### src/rtl/brbf_pkg.sv
`default_nettype none

package brbf_pkg;

    // defaults for the top-level parameters
    localparam int DEPTH_LOG2_DEF = 10;
    localparam int MAX_BURST_DEF  = 64;

    // fixed field widths
    localparam int BYTE_W = 8;
    localparam int LEN_W  = 7;

    // commands from the controller to the datapath
    typedef struct packed {
        logic latch;      // capture the incoming transaction
        logic do_put;     // store the put byte if not full and load its result
        logic cnt_load;   // load the burst count
        logic rd_issue;   // read the store at the read offset, advance the pointer
        logic out_byte;   // load a result carrying the byte just read
        logic out_empty;  // load an empty get result
    } brbf_cmd_t;

    // status from the datapath to the controller
    typedef struct packed {
        logic op_in;       // op field of the offered transaction
        logic burst_zero;  // min(length, occupancy) is zero
        logic count_zero;  // no bytes left in the burst
        logic slot_free;   // output register can take a result this cycle
    } brbf_stat_t;

endpackage

`default_nettype wire

### src/rtl/brbf_ctrl.sv
`default_nettype none

module brbf_ctrl
    import brbf_pkg::*;
(
    input  wire logic       clk,
    input  wire logic       rst_n,
    input  wire logic       in_valid,
    output logic            in_ready,
    input  wire brbf_stat_t stat,
    output brbf_cmd_t       cmd
);

    typedef enum logic [2:0] {
        S_IDLE,
        S_PUT,
        S_SETUP,
        S_READ,
        S_EMIT
    } state_t;

    state_t state_reg;
    state_t state_next;

    // decode commands and next state
    always_comb
    begin
        state_next = state_reg;
        cmd        = '0;
        in_ready   = 1'b0;
        case (state_reg)
            S_IDLE:
            begin
                in_ready  = 1'b1;
                cmd.latch = in_valid;
                if (in_valid)
                begin
                    state_next = stat.op_in ? S_SETUP : S_PUT;
                end
            end
            S_PUT:
            begin
                if (stat.slot_free)
                begin
                    cmd.do_put = 1'b1;
                    state_next = S_IDLE;
                end
            end
            S_SETUP:
            begin
                if (!stat.burst_zero)
                begin
                    cmd.cnt_load = 1'b1;
                    state_next   = S_READ;
                end
                else if (stat.slot_free)
                begin
                    cmd.out_empty = 1'b1;
                    state_next    = S_IDLE;
                end
            end
            S_READ:
            begin
                cmd.rd_issue = 1'b1;
                state_next   = S_EMIT;
            end
            S_EMIT:
            begin
                if (stat.slot_free)
                begin
                    cmd.out_byte = 1'b1;
                    state_next   = stat.count_zero ? S_IDLE : S_READ;
                end
            end
            default:
            begin
                state_next = S_IDLE;
            end
        endcase
    end

    // hold state
    always_ff @(posedge clk or negedge rst_n)
    begin
        if (!rst_n)
        begin
            state_reg <= S_IDLE;
        end
        else
        begin
            state_reg <= state_next;
        end
    end

endmodule

`default_nettype wire

### config.mk
export PLATFORM = sky130hd
export DESIGN_NAME = brbf_ctrl
export DESIGN_NICKNAME = d
export VERILOG_FILES = /design/src/rtl/brbf_pkg.sv /design/src/rtl/brbf_ctrl.sv
export SDC_FILE = /design/constraint.sdc
export NUM_CORES = 1
export LEC_CHECK = 0
export ABC_AREA = 1
export BUFFER_PORTS_ARGS = -buffer_cell sky130_fd_sc_hd__clkbuf_2
export CAP_MARGIN = 20
export CORE_AREA = 2 2 39 41
export DETAILED_ROUTE_END_ITERATION = 16
export DIE_AREA = 0 0 41 43
export PLACE_DENSITY = 0.41
export SETUP_SLACK_MARGIN = 0.4
export SYNTH_ARGS = -nofsm -noshare
export SYNTH_HDL_FRONTEND = slang
export SYNTH_SLANG_ARGS = --single-unit
### constraint.sdc
create_clock -name clk -period 1.6 [get_ports clk]
set_clock_uncertainty 0.2 [all_clocks]
set_input_delay 0.16 -clock clk [delete_from_list [all_inputs] [get_ports clk]]
set_output_delay 0.16 -clock clk [all_outputs]
set_load 0.02 [all_outputs]
==> qor.yml <==
syn-cell-area_um2: 249
pre_cts_ws_ps: 201
grt_antenna_before_repair: 0
ys_seq_area_share_pct: 30.2
p_comb_share_pct: 67.3
timing.hold.ws_ps: 58.1
switching_share_pct: 46.0
routed_wl_um: 722
synth_flop_cell: "dfrtp_1"
post_drt_via_cell_ratio: 4.14
syn_inst: 43
place_inst: 72
fp-row-count: 14
finalSetupViolations: 0
die_y_um: 43
drc: 0
finalCritPeriodShare_pct: 96.2
path_clk_slew_ps: 40
synth-edff-count: 0
grt_start_max_net_pins: 8
boundaryPins: 14
p_leak_nw: 0.286
crit_arrival_ps: 1180
ir_worst_vdd_mv: 0.564
syn_to_final_growth_pct: 131
syn_avg_cell_area_um2: 5.79
maxSlewViolCount: 0
crit_required_ps: 1240
antenna_left: 0
start_kind: "register"
power_density_mw_per_mm2: 1770
yosys_warnings: 0
utilization_pct: 41.6
vias: 348
layout.nets: 76
cts_buffers: 3
numPortBuffers: 13
power_frac_clock_pct: 12.9
cts_root_buffer: "clkbuf_4"
dr.pass1.iters: 1
setup_slack_ps: 61.2
finalPower_mw: 1.02
setup_tns_ps: 0
cts_tree: "built"
final_area_um2: 576
dieArea_mm2: 0.00176
rsz0062_at_grt: "yes"
die_w_um: 41
final.min_clock_period_ps: 1540
clock_latency_ps: 230
grt_pass1_vias: 311
grt_usage_pct: 9.85
yosysTopAreaCellShare_pct: 30.2
grt_pass1_wl_um: 1160
cts-htree-levels: 1
seqCellArea_um2: 78.8
worstHoldPathType: "in2async"
grt_overflow: 0
worstPathCellList: "nor4_4 > buf_4"
seq_power_share_pct: 19.8
syn-num-nets: 50
ys_ff_latch: 3
tightest_slew_ps: 336
slowest_stage: "dfrtp_2"
avgRoutedWirePerCell_um: 8.60
antenna-diode-count: 0
cts.sinks: 3
gp_congestion: 0.684
cp-end-kind: "output pin"
synth_common_cells: "inv_1, nand2_1, nand3_1, nor2_1"
multiInputGateArea_um2: 228
nFillCells: 146
drv_cap: 0
yosys.area.top_type: "dfrtp_1"
synthArstFlopShare_pct: 100
yosys.cell_types.count: 10
largest_register_ffs: 3
fin_cells: 84
core_mm2: 0.00138
status: "finished, final reports clean"
crit_type: "reg2out"
cp_max_fo: 7
p_int_mw: 0.551
ys_top_cells_by_area: "dfrtp_1, inv_1, nand3_1"
drive_above_1_share_pct: 64.7
max_freq_mhz: 650
slew_headroom_pct: 77.6
synth_most_common_cell: "inv_1"
dp_hpwl_um: 552
start_util_pct: 18.0
placed_cell_area_um2: 408
slowest_delay_ps: 490
dr.first_iter.drc_count: 0
final_hold_viol_count: 0
switchingPower_mw: 0.468
reg2reg_slack_ps: 200
clockBufferDepth: 2
==> layout make-up <==
| class | count | area share (%) |
|---|---|---|
| Tap cell | 16 | 3.48 |
| Inverter | 11 | 7.61 |
| Sequential cell | 3 | 13.7 |
| Clock buffer | 4 | 4.57 |
| Timing Repair Buffer | 21 | 31.1 |
| Multi-Input combinational cell | 29 | 39.6 |
==> cells in the final DEF (no fill, tap or decap), drive strengths merged <==
cell type / count
buf: 14
clkbuf: 10
dfrtp: 3
dlygate4sd3: 1
inv: 11
nand2: 9
nand3: 7
nand3b: 1
nor2: 8
nor4: 3
o21ai: 1
==> power groups by stage <==
stage | Clock, mW | Sequential (mW) | Combinational [mW]
finish | 0.131 | 0.201 | 0.687
global route | 0.149 | 0.208 | 0.750
CTS | 0.137 | 0.198 | 0.585
detailed placement | 0 | 0.201 | 0.411
global placement | 0 | 0.206 | 0.412
floorplan | 0 | 0.190 | 0.319
==> per-layer routing <==
metal / GRT usage (%) / wire (µm)
met1: 12.3 / 322
met4: 6.00 / 0
met2: 14.1 / 366
met5: 0 / 0
met3: 3.14 / 33
==> worst max-delay path, delay by kind of cell, from the launching register on <==
kind                   cells  cell delay, ps
and+or+nand+nor            1             280
DFF                        1             490
buffers and inverters      1             170
==> kinds of logic after synthesis <==
kind of cell	after synthesis	share of synthesized area, %
buffers and inverters	11	16.6
AND/OR/NAND/NOR	28	51.3
AO/OA/AOI/OAI	1	2.01
flip-flops	3	30.1
==> final timing paths <==
kind | startpoint | end | cells past startpoint
worst max-delay path | state_reg[1]$_DFFE_PN0P_ | cmd[4] | 2
worst min-delay path | rst_n | state_reg[2]$_DFFE_PN0P_ | 2
worst max register to register | state_reg[1]$_DFFE_PN0P_ | state_reg[1]$_DFFE_PN0P_ | 8
worst min register to register | state_reg[0]$_DFFE_PN0P_ | state_reg[2]$_DFFE_PN0P_ | 2
max in group asynchronous | rst_n | state_reg[0]$_DFFE_PN0P_ | 2
min in group clk | stat[3] | state_reg[1]$_DFFE_PN0P_ | 5
==> repair_timing <==
action	4_1_cts	5_1_grt
endpoints found under the hold margin	3	0
endpoints found under the setup margin	9	10
buffers inserted	6	1
pin swaps	2	3
hold buffers	1	0
resized for setup	12	20
Note: power is estimated with default switching activity, not from simulation.
